===== src/jpam_pkg.sv =====
// Shared types, codes and helpers for the jog pendant axis mapper.
`timescale 1ns / 1ps

package jpam_pkg;

  localparam int TIME_W  = 32;
  localparam int STICK_W = 16;
  localparam int MAG_W   = STICK_W + 1;
  localparam int BAND_W  = 16;
  localparam int CFG_IDX_W  = 2;
  localparam int CFG_DATA_W = 32;

  typedef logic [1:0]           step_t;
  typedef logic [1:0]           axis_t;
  typedef logic [1:0]           speed_t;
  typedef logic [TIME_W-1:0]    time_t;
  typedef logic signed [STICK_W-1:0] stick_t;
  typedef logic [MAG_W-1:0]     mag_t;
  typedef logic [BAND_W-1:0]    band_t;
  typedef logic [CFG_IDX_W-1:0] cfg_idx_t;

  localparam axis_t AXIS_X = 2'd0;
  localparam axis_t AXIS_Y = 2'd1;
  localparam axis_t AXIS_Z = 2'd2;

  localparam speed_t SPEED_NORMAL    = 2'd0;
  localparam speed_t SPEED_PRECISION = 2'd1;
  localparam speed_t SPEED_RAPID     = 2'd2;

  localparam cfg_idx_t CFG_STALE_TIMEOUT = 2'd0;
  localparam cfg_idx_t CFG_DEAD_BAND     = 2'd1;

  localparam time_t RST_STALE_TIMEOUT = 32'd100;
  localparam band_t RST_DEAD_BAND     = 16'd4096;

  // Captured controller sample.
  typedef struct packed {
    logic   link_up;
    time_t  sample_time;
    time_t  current_time;
    stick_t stick_left_x;
    stick_t stick_left_y;
    stick_t stick_right_y;
    logic   cycle_button;
    logic   choose_button;
    step_t  chosen_step;
    logic   cancel_button;
    logic   enable_held;
    logic [1:0] speed_buttons;
  } sample_t;

  // One command frame.
  typedef struct packed {
    logic   halt_all;
    logic   step_valid;
    step_t  step_choice;
    logic   jog_valid;
    axis_t  jog_axis;
    logic   jog_negative;
    speed_t jog_speed;
  } frame_t;

  // Magnitude of a two's complement stick value; the most negative gives 32768.
  function automatic mag_t stick_mag(input stick_t v);
    mag_t ext;
    ext = {v[STICK_W-1], v};
    return v[STICK_W-1] ? mag_t'(-ext) : ext;
  endfunction

endpackage


===== src/jog_pendant_axis_mapper_top.sv =====
// Jog pendant axis mapper: one controller sample in, one jog command frame out.
//
//   channel  | handshake              | payload
//   ---------+------------------------+---------------------------------------
//   in_      | in_valid / in_stall    | controller sample fields
//   out_     | out_valid / out_stall  | command frame fields
//   cfg_     | cfg_we                 | cfg_index, cfg_wdata
//
// Each transaction passes through the sample register and then the frame register;
// one transaction per cycle is sustained while out_stall is low.
// The per-sample state updates when the sample moves into the frame register.
// rst_n (synchronous) clears state and restores stale_timeout 100, dead_band 4096.
// in_stall rises only when the sample register is full and the frame register is
// held by out_stall.
`timescale 1ns / 1ps

module jog_pendant_axis_mapper_top (
  input  logic                clk,
  input  logic                rst_n,
  input  logic                cfg_we,
  input  jpam_pkg::cfg_idx_t  cfg_index,
  input  logic [31:0]         cfg_wdata,
  input  logic                in_valid,
  output logic                in_stall,
  input  logic                in_link_up,
  input  jpam_pkg::time_t     in_sample_time,
  input  jpam_pkg::time_t     in_current_time,
  input  jpam_pkg::stick_t    in_stick_left_x,
  input  jpam_pkg::stick_t    in_stick_left_y,
  input  jpam_pkg::stick_t    in_stick_right_y,
  input  logic                in_cycle_button,
  input  logic                in_choose_button,
  input  jpam_pkg::step_t     in_chosen_step,
  input  logic                in_cancel_button,
  input  logic                in_enable_held,
  input  logic [1:0]          in_speed_buttons,
  output logic                out_valid,
  input  logic                out_stall,
  output logic                out_halt_all,
  output logic                out_step_valid,
  output jpam_pkg::step_t     out_step_choice,
  output logic                out_jog_valid,
  output jpam_pkg::axis_t     out_jog_axis,
  output logic                out_jog_negative,
  output jpam_pkg::speed_t    out_jog_speed
);
  import jpam_pkg::*;

  time_t   stale_timeout_r;
  band_t   dead_band_r;

  logic    s1_valid_r;
  sample_t s1_r;
  logic    out_valid_r;
  frame_t  frame_r;
  frame_t  frame_nxt;

  logic    cyc_prev_r, cyc_prev_nxt;
  logic    cho_prev_r, cho_prev_nxt;
  logic    wait_center_r, wait_center_nxt;
  logic    axis_held_r, axis_held_nxt;
  axis_t   held_axis_r, held_axis_nxt;
  step_t   next_step_r, next_step_nxt;

  logic    advance;
  logic    take_in;
  time_t   age;
  logic    stale;
  mag_t    mx, my, mz, band_ext;
  logic    centered;
  logic    cyc_rise, cho_rise;
  axis_t   axis_sel;
  mag_t    sel_mag;
  logic    sel_neg;

  assign advance  = s1_valid_r && (!out_valid_r || !out_stall);
  assign in_stall = s1_valid_r && !advance;
  assign take_in  = in_valid && !in_stall;

  assign age      = s1_r.current_time - s1_r.sample_time;
  assign stale    = age > stale_timeout_r;
  assign mx       = stick_mag(s1_r.stick_left_x);
  assign my       = stick_mag(s1_r.stick_left_y);
  assign mz       = stick_mag(s1_r.stick_right_y);
  assign band_ext = mag_t'(dead_band_r);
  assign centered = (mx <= band_ext) && (my <= band_ext) && (mz <= band_ext);
  assign cyc_rise = s1_r.cycle_button && !cyc_prev_r;
  assign cho_rise = s1_r.choose_button && !cho_prev_r;

  // Axis to read: the held one, or a fresh pick when nothing is locked.
  always_comb begin
    axis_sel = held_axis_r;
    if (!axis_held_r) begin
      if (mz > band_ext) begin
        axis_sel = AXIS_Z;
      end else if (mx >= my) begin
        axis_sel = AXIS_X;
      end else begin
        axis_sel = AXIS_Y;
      end
    end
  end

  always_comb begin
    case (axis_sel)
      AXIS_X: begin
        sel_mag = mx;
        sel_neg = s1_r.stick_left_x[STICK_W-1];
      end
      AXIS_Y: begin
        sel_mag = my;
        sel_neg = s1_r.stick_left_y[STICK_W-1];
      end
      default: begin
        sel_mag = mz;
        sel_neg = s1_r.stick_right_y[STICK_W-1];
      end
    endcase
  end

  always_comb begin
    frame_nxt          = '0;
    frame_nxt.halt_all = 1'b1;
    cyc_prev_nxt    = cyc_prev_r;
    cho_prev_nxt    = cho_prev_r;
    wait_center_nxt = wait_center_r;
    axis_held_nxt   = axis_held_r;
    held_axis_nxt   = held_axis_r;
    next_step_nxt   = next_step_r;
    if (!s1_r.link_up || stale) begin
      // Drop lock and history on a lost or old sample.
      axis_held_nxt   = 1'b0;
      wait_center_nxt = 1'b0;
      cyc_prev_nxt    = 1'b0;
      cho_prev_nxt    = 1'b0;
    end else begin
      cyc_prev_nxt = s1_r.cycle_button;
      cho_prev_nxt = s1_r.choose_button;
      if (s1_r.cancel_button) begin
        axis_held_nxt   = 1'b0;
        wait_center_nxt = 1'b1;
      end else if (!s1_r.enable_held) begin
        axis_held_nxt   = 1'b0;
        wait_center_nxt = 1'b0;
        if (centered && cho_rise) begin
          frame_nxt.halt_all    = 1'b0;
          frame_nxt.step_valid  = 1'b1;
          frame_nxt.step_choice = s1_r.chosen_step;
        end else if (centered && cyc_rise) begin
          frame_nxt.halt_all    = 1'b0;
          frame_nxt.step_valid  = 1'b1;
          frame_nxt.step_choice = next_step_r;
          next_step_nxt         = next_step_r + step_t'(1);
        end
      end else if (wait_center_r) begin
        if (centered) begin
          wait_center_nxt = 1'b0;
        end
      end else if (axis_held_r || !centered) begin
        held_axis_nxt = axis_sel;
        if (sel_mag <= band_ext) begin
          // Locked axis came back to center: release and wait.
          axis_held_nxt   = 1'b0;
          wait_center_nxt = 1'b1;
        end else begin
          axis_held_nxt          = 1'b1;
          frame_nxt.halt_all     = 1'b0;
          frame_nxt.jog_valid    = 1'b1;
          frame_nxt.jog_axis     = axis_sel;
          // Y and Z run inverted.
          frame_nxt.jog_negative = (axis_sel == AXIS_X) ? sel_neg : !sel_neg;
          if (s1_r.speed_buttons[1]) begin
            frame_nxt.jog_speed = SPEED_PRECISION;
          end else if (s1_r.speed_buttons[0]) begin
            frame_nxt.jog_speed = SPEED_RAPID;
          end else begin
            frame_nxt.jog_speed = SPEED_NORMAL;
          end
        end
      end
    end
  end

  always_ff @(posedge clk) begin
    if (!rst_n) begin
      stale_timeout_r <= RST_STALE_TIMEOUT;
      dead_band_r     <= RST_DEAD_BAND;
    end else if (cfg_we) begin
      unique case (cfg_index)
        CFG_STALE_TIMEOUT: stale_timeout_r <= cfg_wdata;
        CFG_DEAD_BAND:     dead_band_r     <= cfg_wdata[BAND_W-1:0];
        default: ;
      endcase
    end
  end

  always_ff @(posedge clk) begin
    if (!rst_n) begin
      s1_valid_r    <= 1'b0;
      out_valid_r   <= 1'b0;
      cyc_prev_r    <= 1'b0;
      cho_prev_r    <= 1'b0;
      wait_center_r <= 1'b0;
      axis_held_r   <= 1'b0;
      held_axis_r   <= AXIS_X;
      next_step_r   <= '0;
    end else begin
      if (take_in) begin
        s1_valid_r <= 1'b1;
      end else if (advance) begin
        s1_valid_r <= 1'b0;
      end
      if (advance) begin
        out_valid_r   <= 1'b1;
        cyc_prev_r    <= cyc_prev_nxt;
        cho_prev_r    <= cho_prev_nxt;
        wait_center_r <= wait_center_nxt;
        axis_held_r   <= axis_held_nxt;
        held_axis_r   <= held_axis_nxt;
        next_step_r   <= next_step_nxt;
      end else if (!out_stall) begin
        out_valid_r <= 1'b0;
      end
    end
  end

  always_ff @(posedge clk) begin
    if (take_in) begin
      s1_r <= '{link_up:       in_link_up,
                sample_time:   in_sample_time,
                current_time:  in_current_time,
                stick_left_x:  in_stick_left_x,
                stick_left_y:  in_stick_left_y,
                stick_right_y: in_stick_right_y,
                cycle_button:  in_cycle_button,
                choose_button: in_choose_button,
                chosen_step:   in_chosen_step,
                cancel_button: in_cancel_button,
                enable_held:   in_enable_held,
                speed_buttons: in_speed_buttons};
    end
    if (advance) begin
      frame_r <= frame_nxt;
    end
  end

  assign out_valid        = out_valid_r;
  assign out_halt_all     = frame_r.halt_all;
  assign out_step_valid   = frame_r.step_valid;
  assign out_step_choice  = frame_r.step_choice;
  assign out_jog_valid    = frame_r.jog_valid;
  assign out_jog_axis     = frame_r.jog_axis;
  assign out_jog_negative = frame_r.jog_negative;
  assign out_jog_speed    = frame_r.jog_speed;

  a_frame_kind: assert property (@(posedge clk) disable iff (!rst_n)
    out_valid_r |-> $onehot({frame_r.halt_all, frame_r.step_valid, frame_r.jog_valid}))
    else $error("frame is not exactly one of halt, step, jog");

  a_lock_axis: assert property (@(posedge clk) disable iff (!rst_n)
    axis_held_r |-> (held_axis_r != 2'd3))
    else $error("locked axis code out of range");

  a_stale_clear: assert property (@(posedge clk) disable iff (!rst_n)
    (advance && (!s1_r.link_up || stale)) |=>
      (!axis_held_r && !wait_center_r && !cyc_prev_r && !cho_prev_r))
    else $error("stale or unlinked sample left state behind");

  a_jog_locks: assert property (@(posedge clk) disable iff (!rst_n)
    (advance && frame_nxt.jog_valid) |=> (axis_held_r && held_axis_r == frame_r.jog_axis))
    else $error("jog frame without matching axis lock");

  a_stall_full: assert property (@(posedge clk) disable iff (!rst_n)
    in_stall |-> (s1_valid_r && out_valid_r && out_stall))
    else $error("input stalled with room in the pipeline");

endmodule

===== config.mk =====
export PLATFORM = sky130hd
export DESIGN_NAME = jog_pendant_axis_mapper_top
export DESIGN_NICKNAME = d
export VERILOG_FILES = /design/src/jpam_pkg.sv /design/src/jog_pendant_axis_mapper_top.sv
export SDC_FILE = /design/constraint.sdc
export NUM_CORES = 1
export LEC_CHECK = 0
export BUFFER_PORTS_ARGS = -buffer_cell sky130_fd_sc_hd__buf_2
export CAP_MARGIN = 20
export CELL_PAD_IN_SITES_DETAIL_PLACEMENT = 1
export CELL_PAD_IN_SITES_GLOBAL_PLACEMENT = 2
export CORE_MARGIN = 5
export CORE_UTILIZATION = 39
export DETAILED_ROUTE_END_ITERATION = 12
export PLACE_DENSITY_LB_ADDON = 0.1
export SKIP_LAST_GASP = 1
export SLEW_MARGIN = 20
export SYNTH_ARGS = -nofsm -noshare
export SYNTH_HDL_FRONTEND = slang
export SYNTH_SLANG_ARGS = --single-unit

===== constraint.sdc =====
create_clock -name clk -period 14.8 [get_ports clk]
set_clock_uncertainty 0.1 [all_clocks]
set_input_delay 2.22 -clock clk [delete_from_list [all_inputs] [get_ports clk]]
set_output_delay 2.22 -clock clk [all_outputs]
set_load 0.02 [all_outputs]

==> metrics.txt <==
status completed; root buf cell clkbuf_16; WS Path Type reg2reg; Nets around 1700; Die Span Y 183 microns; Final WS setup 8.45 ns; leading area contributor after synthesis edfxtp_1; IO Count 172; RR Endpoint out_jog_speed[1]; mapped cell area 0.0117 sq mm; largest net degree at the start of global routing 71; Total Wirelength 32100 microns; initial antenna violation count 2; routed len/inst between 15 and 20 microns; Starting Density 0.396; slowest stage delay, CP 0.59 ns; Hold-fix buffers, CTS 0; CP cell instances inv_1, ha_1, nand2_1, or2_2, o21ai_0, nand2_1, xor2_1, inv_1, ha_1, a21o_1, a211oi_1, a211o_1, a31o_2, a31o_2, nor2_1, o31ai_1, ha_1, a21o_1, a21oi_1, nand3b_1, o31a_1, and3b_2, and2_1, and3b_1; min-delay src dead_band_r[9]; number of gates resized after CTS 0; dpl ws around 8.5 ns; crit end category flop; unique cell type count in the Yosys netlist between 60 and 70; final core utilization 0.458; DR DRC count 0; Slew headroom 0.358; CP max stage cell a31o_2; Hold Vio Cnt, Final 0; R2R cell count 24; Worst EP arrival 6.46 ns; Seq/Total Area, Yosys 0.435; clk buf depth 2; crit share post-route 0.429; worst skew pair latency 0.45 ns; Post-CTS Setup Inserts 0; worst hold margin 0.356 ns; Placeable Area 0.0296 sq mm; synthesized area per cell between 9 and 10 sq um; top post-synthesis cells by area edfxtp_1 34%, ha_1 16%, dfxtp_1 9.9%; vias per inst 5.21; Hold Path Cell Cnt 2; RSZ-0062 raised after global routing false; worst path required time 14.91 ns; crit path max fanout 20; CP Buf/Inv Count 2; fraction of registers with async set or reset after synthesis 0; drt first pass iters 4; diode count 0; Pwr Density 104 mW/mm^2; Hold EP dead_band_r[9]; CTS tree built; CP Launch Type flop; Worst Hold Class reg2reg; fill cell count 3471; Die ar. around 0.034 sq mm; vias 9251; Tot Pwr 1.41 mW; grt ovf 0; Area Growth Syn to Fin 15.7%; final setup fails 0; CP most frequent cell ha_1; H-tree levels 4; number of synthesized register bits roughly 190; Synth Instances 1206; chip width 183 microns; number of max-cap violations 0; Main synth FF type edfxtp_1; Least-Margin Pin Slew between 0.9 and 1 ns; maximum vdd drop 0.0951 mV; Port Buffer Count between 150 and 200; vias in the first global route slightly below 10000; placer congestion estimate 0.873; Overall Global Routing Usage 0.192; Synthesized Nets ~1500; fmax 157 MHz; cts bufs inserted 17; Post-Route Setup TNS 0 ns; Ys Warns 0; DRT antenna net count 0; post-DP HPWL 25800 microns; layout cells sized above 1 0.162; Tmin final about 6.4 ns; DRT iter0 DRCs 325; first-pass GRT wire length 51300 microns; Reg clk slew, reported paths ~0.08 ns; R2R Setup Slk 8.45 ns; critical path's top delay family compound AO/OA/AOI/OAI gates; Final Max Slew Viols 0; EDFF count, synth 131; row count 63; FF-to-FF Start s1_r[24]; leakage power 5.62 nW; Synth top area share 0.336; CTS sink cnt 189
[Yosys cell counts (all sizes together) (7+ instances only)]
master and number:
a21oi 104, mux2i 16, nand2b 18, o31ai 11
nand4 29, dfxtp 58, o211ai 9, o21a 8
a21o 38, nand3 17, edfxtp 131, nor2b 18
inv 116, clkbuf 22, a211oi 15, ha 147
nor2 51, xor2 12, o21ai 63, and3 7
xnor2 54, nand2 165, o41ai 8, nor3 8
[cells by family (layout without fill, tap and decap cells)]
kind of cell / after synthesis / in the layout / share of synthesized area
other: 2 / 2 / 0.000641
adder cells (fa/ha/maj): 148 / 148 / 0.159
flip-flops: 189 / 189 / 0.435
XOR/XNOR: 66 / 66 / 0.0493
multiplexers: 16 / 16 / 0.0137
buffers and inverters: 145 / 326 / 0.0475
AND/OR/NAND/NOR: 346 / 346 / 0.140
AO/OA/AOI/OAI: 294 / 294 / 0.156
[worst register-to-register path, cell delays in order (launching register included)]
cell and delay, ns:
edfxtp_1 0.46, inv_1 0.14, ha_1 0.18, nand2_1 0.07
or2_2 0.28, o21ai_0 0.39, nand2_1 0.12, xor2_1 0.33
inv_1 0.09, ha_1 0.30, a21o_1 0.18, a211oi_1 0.43
a211o_1 0.21, a31o_2 0.11, a31o_2 0.59, nor2_1 0.10
o31ai_1 0.28, ha_1 0.30, a21o_1 0.16, a21oi_1 0.24
nand3b_1 0.11, o31a_1 0.33, and3b_2 0.27, and2_1 0.19
and3b_1 0.17
[flip-flops by register name (all words and copies together), names as in the netlist, 2 cells and up]
register         count
next_step_r          2
s1_r               121
out_jog_axis         2
held_axis_r          2
dead_band_r         16
out_step_choice      2
out_jog_speed        2
stale_timeout_r     32
[report_power, final]
part / internal, mW / switching [mW] / total, mW
sequential: 0.594 / 0.0172 / 0.611
combinational: 0.146 / 0.199 / 0.345
clock: 0.222 / 0.228 / 0.451
total: 0.963 / 0.444 / 1.41
[worst max-delay path by stage]
stage,depth (start not counted),end,start
finish,24,out_jog_speed[1],s1_r[24]
global route,25,out_jog_speed[1],s1_r[10]
CTS,25,out_jog_speed[1],s1_r[10]
detailed placement,25,out_jog_speed[1],s1_r[10]
global placement,25,out_jog_speed[1],s1_r[24]
floorplan,2,s1_r[0],out_stall
[metrics by stage]
| step | instances | instance area, sq um |
|---|---|---|
| 2_1_floorplan | 1206 | 11700 |
| 3_3_place_gp | 1745 | 13000 |
| 3_5_place_dp | 1745 | 13000 |
| 4_1_cts | 1777 | 13600 |
| 5_1_grt | 1777 | 13600 |
| 6_report | 1777 | 13600 |
[routing by layer]
layer / vias to the layer above / part of all wire / wire length [microns] / global-route usage
met5: - / 0.0012 / 40 / 0
met1: 4395 / 0.41 / 13300 / 0.223
met2: 154 / 0.52 / 16800 / 0.355
li1: 4649 / - / - / -
met4: 4 / 0.027 / 855 / 0.0641
met3: 49 / 0.033 / 1080 / 0.0367
[cells in the final DEF, fill, tap and decap left out, drive strengths merged, types with 11 or more instances in the layout]
master,instances
buf,176
nand2,165
ha,147
edfxtp,131
inv,124
a21oi,104
o21ai,63
dfxtp,58
xnor2,54
nor2,51
a21o,38
nand4,29
nand2b,18
nor2b,18
nand3,17
clkbuf,17
mux2i,16
a211oi,15
xor2,12
o31ai,11
[layout make-up]
type,instances,area (sq um),share of cell area
clock buffer,17,425,0.0314
tap,390,488,0.0360
timing repair buffer,176,893,0.0658
inverter,118,443,0.0326
sequential,189,5090,0.376
multi-input combinational,872,6090,0.449
clock inverter,15,134,0.00987
No activity file was read; power rests on OpenSTA's default activity.
